### src/hw/rtl/dps_pkg.sv
// ----------------------------------------------------------------------------
// dps_pkg
// Shared types, constants and helpers for the downlink partition scheduler.
// ----------------------------------------------------------------------------
package dps_pkg;

  localparam int DPS_PARTITIONS = 16;

  localparam int IDX_W   = 4;
  localparam int BITS_W  = 32;
  localparam int RATE_W  = 24;
  localparam int TICKS_W = 16;
  localparam int INC_W   = RATE_W + TICKS_W;

  // configuration register indexes
  typedef enum logic [0:0] {
    REG_PACKET_BITS = 1'b0,
    REG_RATE        = 1'b1
  } cfg_reg_t;

  typedef struct packed {
    logic [BITS_W-1:0] packet_bits;
    logic [RATE_W-1:0] rate;
  } cfg_t;

  // registered input beat, with rate * ticks already formed
  typedef struct packed {
    logic [IDX_W-1:0]  idx;
    logic [BITS_W-1:0] stored;
    logic              last;
    logic              access;
    logic [INC_W-1:0]  inc;
  } in_item_t;

  typedef struct packed {
    logic              sel;
    logic [IDX_W-1:0]  sel_idx;
    logic [RATE_W-1:0] rate;
    logic [BITS_W-1:0] progress;
  } result_t;

  // grow sent bits by inc (saturating at all ones), or take the available amount if it is smaller than inc
  function automatic logic [BITS_W-1:0] advance(input logic [BITS_W-1:0] sent,
                                                input logic [BITS_W-1:0] avail,
                                                input logic [INC_W-1:0]  inc);
    logic [INC_W:0] sum;
    sum = {{(INC_W+1-BITS_W){1'b0}}, sent} + {1'b0, inc};
    if ({{(INC_W-BITS_W){1'b0}}, avail} < inc) begin
      return avail;
    end
    if (sum[INC_W:BITS_W] != '0) begin
      return '1;
    end
    return sum[BITS_W-1:0];
  endfunction

endpackage

### src/hw/rtl/dps_in_stage.sv
// ----------------------------------------------------------------------------
// dps_in_stage
// Input register; forms the per-tick increment as the beat is taken.
// ----------------------------------------------------------------------------
module dps_in_stage import dps_pkg::*; (
  input  logic               clk,
  input  logic               rst,
  input  logic               in_valid,
  output logic               in_stall,
  input  logic [IDX_W-1:0]   partition_index,
  input  logic [BITS_W-1:0]  stored_bits,
  input  logic               last_partition,
  input  logic               ground_access,
  input  logic [TICKS_W-1:0] elapsed_ticks,
  input  logic [RATE_W-1:0]  rate,
  input  logic               go,
  output logic               item_valid,
  output in_item_t           item
);

  always_comb begin
    in_stall = item_valid && !go;
  end

  always_ff @(posedge clk) begin
    if (rst) begin
      item_valid <= 1'b0;
    end else if (!in_stall) begin
      item_valid <= in_valid;
    end
  end

  always_ff @(posedge clk) begin
    if (!in_stall && in_valid) begin
      item.idx    <= partition_index;
      item.stored <= stored_bits;
      item.last   <= last_partition;
      item.access <= ground_access;
      item.inc    <= INC_W'(rate) * INC_W'(elapsed_ticks);
    end
  end

endmodule

### src/hw/rtl/dps_sched_core.sv
// ----------------------------------------------------------------------------
// dps_sched_core
// Running maximum and current-partition tracking; tick-close decision.
// ----------------------------------------------------------------------------
module dps_sched_core import dps_pkg::*; #(
  parameter int PARTITIONS = DPS_PARTITIONS
) (
  input  logic     clk,
  input  logic     rst,
  input  logic     go,
  input  in_item_t item,
  input  cfg_t     cfg,
  output logic     res_load,
  output result_t  res
);

  logic [IDX_W-1:0]  cur_part,  cur_part_next;
  logic              cur_valid, cur_valid_next;
  logic [BITS_W-1:0] sent_in_packet, sent_next;
  logic [IDX_W-1:0]  best_partition;
  logic [BITS_W-1:0] best_amount;
  logic              best_seen;
  logic [BITS_W-1:0] current_amount;
  logic              current_found;

  logic              idx_ok, take, match;
  logic [IDX_W-1:0]  b_part_n;
  logic [BITS_W-1:0] b_amt_n, c_amt_n;
  logic              b_seen_n, c_found_n;
  logic [BITS_W-1:0] sent0, sent1, sel_amt;
  logic              cont, drop, any_thr, pick_best, sel, send;
  logic [IDX_W-1:0]  sel_idx;

  always_comb begin
    idx_ok    = ({{(32-IDX_W){1'b0}}, item.idx} < 32'(PARTITIONS));
    take      = idx_ok && (!best_seen || item.stored > best_amount);
    match     = idx_ok && cur_valid && (item.idx == cur_part);
    b_seen_n  = best_seen || idx_ok;
    b_amt_n   = take ? item.stored : best_amount;
    b_part_n  = take ? item.idx : best_partition;
    c_found_n = current_found || match;
    c_amt_n   = match ? item.stored : current_amount;

    // finished packet starts over
    sent0     = (sent_in_packet >= cfg.packet_bits) ? '0 : sent_in_packet;
    cont      = (sent0 != '0) && c_found_n && (c_amt_n != '0);
    drop      = (sent0 != '0) && !cont;
    any_thr   = !(drop && c_found_n);
    sent1     = drop ? '0 : sent0;
    pick_best = (sent1 == '0) && b_seen_n && (any_thr || b_amt_n != '0);
    sel       = cont || pick_best;
    sel_idx   = cont ? cur_part : b_part_n;
    sel_amt   = cont ? c_amt_n : b_amt_n;
    send      = item.access && sel;

    cur_part_next  = cur_part;
    cur_valid_next = cur_valid;
    sent_next      = '0;
    res.rate       = cfg.rate;
    if (drop || !send) begin
      res.rate = '0;
    end
    if (send) begin
      if (sent1 == '0) begin
        cur_part_next  = sel_idx;
        cur_valid_next = 1'b1;
        if (sel_amt < cfg.packet_bits) begin
          res.rate = '0;
        end else begin
          sent_next = advance('0, sel_amt, item.inc);
        end
      end else begin
        sent_next = advance(sent1, sel_amt, item.inc);
      end
    end

    res.sel      = send;
    res.sel_idx  = send ? sel_idx : '0;
    res.progress = sent_next;
    res_load     = go && item.last;
  end

  always_ff @(posedge clk) begin
    if (rst) begin
      cur_part       <= '0;
      cur_valid      <= 1'b0;
      sent_in_packet <= '0;
      best_partition <= '0;
      best_amount    <= '0;
      best_seen      <= 1'b0;
      current_amount <= '0;
      current_found  <= 1'b0;
    end else if (go) begin
      if (item.last) begin
        cur_part       <= cur_part_next;
        cur_valid      <= cur_valid_next;
        sent_in_packet <= sent_next;
        best_partition <= '0;
        best_amount    <= '0;
        best_seen      <= 1'b0;
        current_amount <= '0;
        current_found  <= 1'b0;
      end else begin
        best_partition <= b_part_n;
        best_amount    <= b_amt_n;
        best_seen      <= b_seen_n;
        current_amount <= c_amt_n;
        current_found  <= c_found_n;
      end
    end
  end

endmodule

### src/hw/rtl/downlink_partition_scheduler.sv
// ----------------------------------------------------------------------------
// downlink_partition_scheduler
// Per-tick downlink scheduler over storage partition fill levels.
//
// Input beats carry one partition each (index, stored bits); the beat with
// last_partition set closes the tick and also carries ground_access and
// elapsed_ticks. Exactly one result beat follows each closing beat: the
// chosen partition, the transmit rate and the packet progress.
// Config writes (cfg_valid/cfg_ready, cfg_index, cfg_data) are always taken
// and must only happen while the block is idle.
// Throughput: one input beat per cycle while in_stall is low. A closing beat's
// result passes the input register, then the result register, before it is
// shown; the rate * ticks product sits ahead of the input register.
// When out_stall holds a pending result, non-closing beats keep flowing and
// a closing beat waits in the input register, raising in_stall.
// Reset clears the config registers, the current partition, the sent count
// and the per-tick accumulators; no result is pending after reset.
// ----------------------------------------------------------------------------
module downlink_partition_scheduler import dps_pkg::*; #(
  parameter int PARTITIONS = DPS_PARTITIONS
) (
  input  logic               clk,
  input  logic               rst,
  input  logic               in_valid,
  output logic               in_stall,
  input  logic [IDX_W-1:0]   partition_index,
  input  logic [BITS_W-1:0]  stored_bits,
  input  logic               last_partition,
  input  logic               ground_access,
  input  logic [TICKS_W-1:0] elapsed_ticks,
  output logic               out_valid,
  input  logic               out_stall,
  output logic               selection_valid,
  output logic [IDX_W-1:0]   selected_partition,
  output logic [RATE_W-1:0]  transmit_rate,
  output logic [BITS_W-1:0]  packet_progress,
  input  logic               cfg_valid,
  output logic               cfg_ready,
  input  cfg_reg_t           cfg_index,
  input  logic [BITS_W-1:0]  cfg_data
);

  cfg_t     cfg;
  in_item_t item;
  logic     item_valid, go, res_load, out_free;
  result_t  res, res_q;

  always_comb begin
    cfg_ready = 1'b1;
    out_free  = !out_valid || !out_stall;
    // a closing beat needs room in the result register
    go        = item_valid && (!item.last || out_free);
  end

  always_ff @(posedge clk) begin
    if (rst) begin
      cfg.packet_bits <= '0;
      cfg.rate        <= '0;
    end else if (cfg_valid && cfg_ready) begin
      case (cfg_index)
        REG_PACKET_BITS: cfg.packet_bits <= cfg_data;
        REG_RATE:        cfg.rate        <= cfg_data[RATE_W-1:0];
        default:         cfg.rate        <= cfg.rate;
      endcase
    end
  end

  dps_in_stage u_in (
    .clk             (clk),
    .rst             (rst),
    .in_valid        (in_valid),
    .in_stall        (in_stall),
    .partition_index (partition_index),
    .stored_bits     (stored_bits),
    .last_partition  (last_partition),
    .ground_access   (ground_access),
    .elapsed_ticks   (elapsed_ticks),
    .rate            (cfg.rate),
    .go              (go),
    .item_valid      (item_valid),
    .item            (item)
  );

  dps_sched_core #(
    .PARTITIONS (PARTITIONS)
  ) u_core (
    .clk      (clk),
    .rst      (rst),
    .go       (go),
    .item     (item),
    .cfg      (cfg),
    .res_load (res_load),
    .res      (res)
  );

  always_ff @(posedge clk) begin
    if (rst) begin
      out_valid <= 1'b0;
    end else if (res_load) begin
      out_valid <= 1'b1;
    end else if (!out_stall) begin
      out_valid <= 1'b0;
    end
  end

  always_ff @(posedge clk) begin
    if (res_load) begin
      res_q <= res;
    end
  end

  assign selection_valid    = res_q.sel;
  assign selected_partition = res_q.sel_idx;
  assign transmit_rate      = res_q.rate;
  assign packet_progress    = res_q.progress;

endmodule

### config.mk
export PLATFORM = sky130hd
export DESIGN_NAME = downlink_partition_scheduler
export DESIGN_NICKNAME = d
export VERILOG_FILES = /design/src/hw/rtl/dps_pkg.sv /design/src/hw/rtl/dps_in_stage.sv /design/src/hw/rtl/dps_sched_core.sv /design/src/hw/rtl/downlink_partition_scheduler.sv
export SDC_FILE = /design/constraint.sdc
export NUM_CORES = 2
export LEC_CHECK = 0
export BUFFER_PORTS_ARGS = -buffer_cell sky130_fd_sc_hd__buf_2
export CORE_UTILIZATION = 55
export CTS_CLUSTER_SIZE = 30
export DETAILED_ROUTE_END_ITERATION = 10
export GPL_TIMING_DRIVEN = 0
export PLACE_DENSITY = 0.87
export RECOVER_POWER = 50
export SETUP_SLACK_MARGIN = 0.05
export SYNTH_ARGS = -nofsm -noshare
export SYNTH_HDL_FRONTEND = slang
export SYNTH_SLANG_ARGS = --single-unit
### constraint.sdc
create_clock -name clk -period 6.3 [get_ports clk]
set_input_delay 0.315 -clock clk [delete_from_list [all_inputs] [get_ports clk]]
set_output_delay 0.315 -clock clk [all_outputs]
set_load 0.01 [all_outputs]
Yosys cells after proc, flatten, opt, wreduce, memory -nomap -nowiden

Index checks and enable logic that the tools add are counted.
Widths: inputs -> output; s select.

Output and inout bits: 64
Bits in registers: 304
Logic and storage cells: 110
Input port bits: 92

Multiplexer cells: 43
Order comparisons: 4
Reductions and logical operators: 37
Equal/unequal tests: 2
Add/subtract/negate cells: 1
Bitwise gates (word level): 1
$mul: 1

Operator list:

| cell               | number |
|---|---|
| $mux 32            | 17 |
| $mux 24            | 4 |
| $reduce_bool 32->1 | 3 |
| $add 32x40->41     | 1 |
| $lt 32x40->1       | 1 |
| $mul 24x16->40     | 1 |
| $ge 32x32->1       | 1 |
| $gt 32x32->1       | 1 |
| $logic_not 32->1   | 1 |
| $lt 32x32->1       | 1 |
| $mux 1             | 19 |
| $reduce_bool 9->1  | 2 |
| $mux 4             | 3 |
| $logic_and 1x1->1  | 11 |
| $logic_not 1->1    | 9 |
| $logic_or 1x1->1   | 7 |
| $reduce_and 2->1   | 3 |
| $eq 4x4->1         | 1 |
| $reduce_and 4->1   | 1 |
| $ne 2x1->1 const B | 1 |
| $not 1->1          | 1 |

Logic depth before layout (Yosys ltp)

Depth in word-level cells: 23
Gate-level depth with buffers: 26
Depth with buffers taken out: 24

Cells and area by module

Synthesis repeated with hierarchy kept, for this count alone.

Cells, all modules: 3,259
Area, all modules: 29,762.3 sq um

By module, submodules not included:

| module                       | seq. area each (sq um) | area an instance (sq um) | instances | cells an instance |
|---|---|---|---|---|
| dps_in_stage                 | 2,362.3                | 14,719.1                 | 1         | 1,508 |
| dps_sched_core               | 2,142.1                | 10,775.3                 | 1         | 1,462 |
| downlink_partition_scheduler | 2,972.9                | 4,267.8                  | 1         | 289 |

Least setup slack after synthesis

Ideal clock, no wire load.

Path type: register -> register
Start point: register, netlist name cfg[7]
End point: register, netlist name u_in.item[36]
Required time: 6.034 ns
Slack: -0.432 ns
Data arrival time: 6.465 ns
Buffers on the path: 1
Stages on the path, launching flop included: 24
Library setup time: 0.266 ns
Period minus slack after synthesis: 6.732 ns
Cells stage by stage: dfxtp_1 > clkbuf_1 > nand2_1 > fa_1 > inv_1 > fa_1 > inv_1 > fa_1 > fa_1 > inv_1 > fa_1 > inv_1 > fa_1 > inv_1 > ha_1 > a21o_1 > a211oi_1 > o211a_1 > o31ai_1 > a221oi_1 > o21ai_1 > a2111oi_0 > nor3_1 > nand4b_1

Longest elaborated chain between the ends: 1

Ends and longest elaborated chain:

| what           | line               | RTL |
|---|---|---|
| $mul 24x16->40 | dps_in_stage.sv:39 | `item.inc <= INC_W'(rate) * INC_W'(elapsed_ticks);` |

Every way passes these cells.
A chain may end at the register's enable or synchronous reset.

Worst setup path in the final report

Start point: register, netlist name cfg[11]
End point: register, netlist name u_in.item[39]

Longest elaborated chain between the ends: 1

Ends and longest elaborated chain:

| what           | line |
|---|---|
| $mul 24x16->40 | dps_in_stage.sv:39 |

Every way passes these cells.

==> impl_metrics.ini <==
[pwr]
cellPowerDensity_nw_per_um2 = 222
p_total_mw = 7.85
power.leakage_nw = 15.3
peakVddDrop_uv = 162

[cts]
root_buffer = clkbuf_16
cts_tree = done
clk_pin_slew_worst_paths_ns = 0.06
cts.sinks = 304
htree_num_levels = 2
cts_buffers = 36
insertion_delay_ns = 0.57
cts_max_path_buffers = 3

[setup_path]
cp_slowest_cell = fa_1
crit_required_ns = 6.60
endpoint_kind = flip-flop
worstSetupPathType = flip-flop to flip-flop
cp_max_fo = 3
startpoint_type = flip-flop
cpLargestDelayFamily = adder cells
cp_data_arrival_time_ns = 7.13
crit_chain = buf_4, buf_4, and2_1, fa_1, inv_1, fa_1, fa_1, fa_2, fa_1, inv_1, fa_1, ha_4, and3_4, nand2_1, nor2_2, nand4_1, a311oi_2, a211oi_2, o311ai_2, a31oi_1, a21oi_1, xnor2_1
critPathBufInv = 4
critical-path-max-stage-delay_ns = 0.56
cpMostUsedCell = fa_1

[layout]
layout-drive-gt1-share_pct = 16.5
fill_cells = 3799
seqCellArea_sq_um = 7570
final_cell_area_sq_um = 35300
fin_util_pct = 67.0
layout.cells.non_filler = 4347
multiInputGateArea_sq_um = 20700
area_delta_synth_final_pct = 20.1
layout.nets = 4298

[timing]
max_freq_ghz = 0.146
tns_ns = -3.56
finClkSkew_ns = 0.0210
hold_viol_final = 0
finalHoldWorstSlack_ns = 0.00724
grt_setup_unrepaired = true
timing.final.ws_setup_ns = -0.534
layout_min_cycle_time_ns = 6.83
drv_slew = 0
min_period_over_period_pct = 108
tightestPinTransition_ns = 0.960
setup_viol = 12
slew_headroom_pct = 36.0

[detailed_routing]
dr_total_vias = 27900
ant_nets = 0
vias_per_cell = 6.42
dr.pass1.iters = 11
drc = 52
drtIter0Drc = 3690
postRouteWirelength_microns = 109000
wl_per_cell_microns = 25.1

[grt]
grt_max_degree = 64
antenna_found_initial = 4
grt.busiest_layer = met2
grt_pass1_vias = 27900
grt.met1_usage_pct = 43.1
grt_usage_pct = 38.6
gr-total-overflow = 0
use_met2_pct = 62.5
grt_pass1_wl_microns = 158000
use_met3_pct = 10.7

[flow_run]
maxCapViolations = 0

[synthesis]
synth_warnings = 0
ys_seq_elements = 304
ys_types = 91
synth_area_per_cell_sq_um = 8.99
syn-num-nets = 3944
async_flop_share_pct = 0
syn_area_sq_um = 29400
ys.flop_type = dfxtp_1
ys_seq_area_share_pct = 25.4
synthCells = 3275
synth_edf_count = 139

[floorplan]
core_sq_um = 52800
die_x_microns = 233
initial_core_util_pct = 55.8
dieHeight_microns = 233
num_rows = 84
die_area_sq_um = 54400
ios = 156

[place]
placed_cell_area_sq_um = 31200
placedCellCount = 4118
place_ws_ns = -1.29
io_buffers = 153
place.gp.congestion = 1.01
hpwl_microns = 74100

[status]
run_status = finished with violations
violations = DRC, setup timing

[hold_path]
min_path_type = primary input to flip-flop
cells in the mapped netlist (all sizes together), types with 44 or more instances:
cell type  number  area share [%]
nand2         469             6.0
o21ai          62             1.1
clkbuf        149             1.9
a21o           66             1.7
nor3           44            0.80
edfxtp        139              14
ha            270              11
nor2          214             2.8
fa            307              21
nor4           53             1.1
dfxtp         165              11
a21oi         170             2.9
inv           423             5.4
a22oi          66             1.7
and2          158             3.4
registers in the layout, summed over array words and instances (netlist names):
name	count
cfg	56
out_valid	1
packet_progress	32
selected_partition	4
selection_valid	1
transmit_rate	24
u_core.best_amount	32
u_core.best_partition	4
u_core.best_seen	1
u_core.cur_part	4
u_core.cur_valid	1
u_core.current_amount	32
u_core.current_found	1
u_core.sent_in_packet	32
u_in.item	78
u_in.item_valid	1
layout make-up:
type / count / area share [%]
clock inverter: 17 / 0.680
antenna: 3 / 0.0212
timing repair buffer: 326 / 6.41
tap: 688 / 2.44
inverter: 423 / 4.50
clock buffer: 48 / 2.85
multi-input combinational: 2383 / 58.7
buffer: 155 / 3.04
sequential: 304 / 21.4
final timing paths:
kind                            cells past startpoint  slack, ns    startpoint       endpoint
worst min register to register                      2       0.46       cfg[29]        cfg[29]
worst max register to register                     22      -0.53       cfg[11]  u_in.item[39]
worst min-delay path                                3      0.007  cfg_data[24]        cfg[48]
worst max-delay path                               22      -0.53       cfg[11]  u_in.item[39]
routing by layer:
layer	part of all wire, %	vias up
met3	12	764
met5	0.11	-
met1	33	13200
met4	10	8
li1	-	11800
met2	44	2206
cell families (layout without fill, tap and decap cells):
group           Yosys count  in the layout  share of synthesized area [%]
flops                   304            304                           25.4
xor+xnor                 63             63                           1.87
simple gates           1134           1134                           18.4
compound gates          591            591                           13.7
buf+inv                 588            969                           7.66
mux                      17             17                          0.633
other cells               1              4                         0.0127
fa+ha+maj               577            577                           32.4
tightest hold or removal path, cell delays in order:
cell and delay, ns:
buf_2 0.10, nand2_1 0.05, a21oi_1 0.05
layout by cell type (no fill, tap or decap), types with 136 or more instances in the layout:
cell type	n
edfxtp_1	139
and2_1	157
a21oi_1	156
fa_1	299
dfxtp_1	136
inv_1	415
nand2_1	460
buf_2	159
ha_1	252
nor2_1	204
timing repair:
item                                    4_1_cts  5_1_grt
endpoints found under the setup margin      108       89
endpoints found under the hold margin        42        0
gates cloned                                  0        1
pin swaps                                    75       55
resized for setup                           226      121
setup buffers                                93       37
hold buffers                                 42        0
report_power, final:
| group | switching [mW] | total (mW) | internal (mW) | leakage, nW |
|---|---|---|---|---|
| logic | 1.89 | 3.16 | 1.27 | 12.0 |
| registers | 0.193 | 2.44 | 2.25 | 2.72 |
| clock network | 0.910 | 2.25 | 1.34 | 0.606 |
No activity file was read; power rests on OpenSTA's default activity.
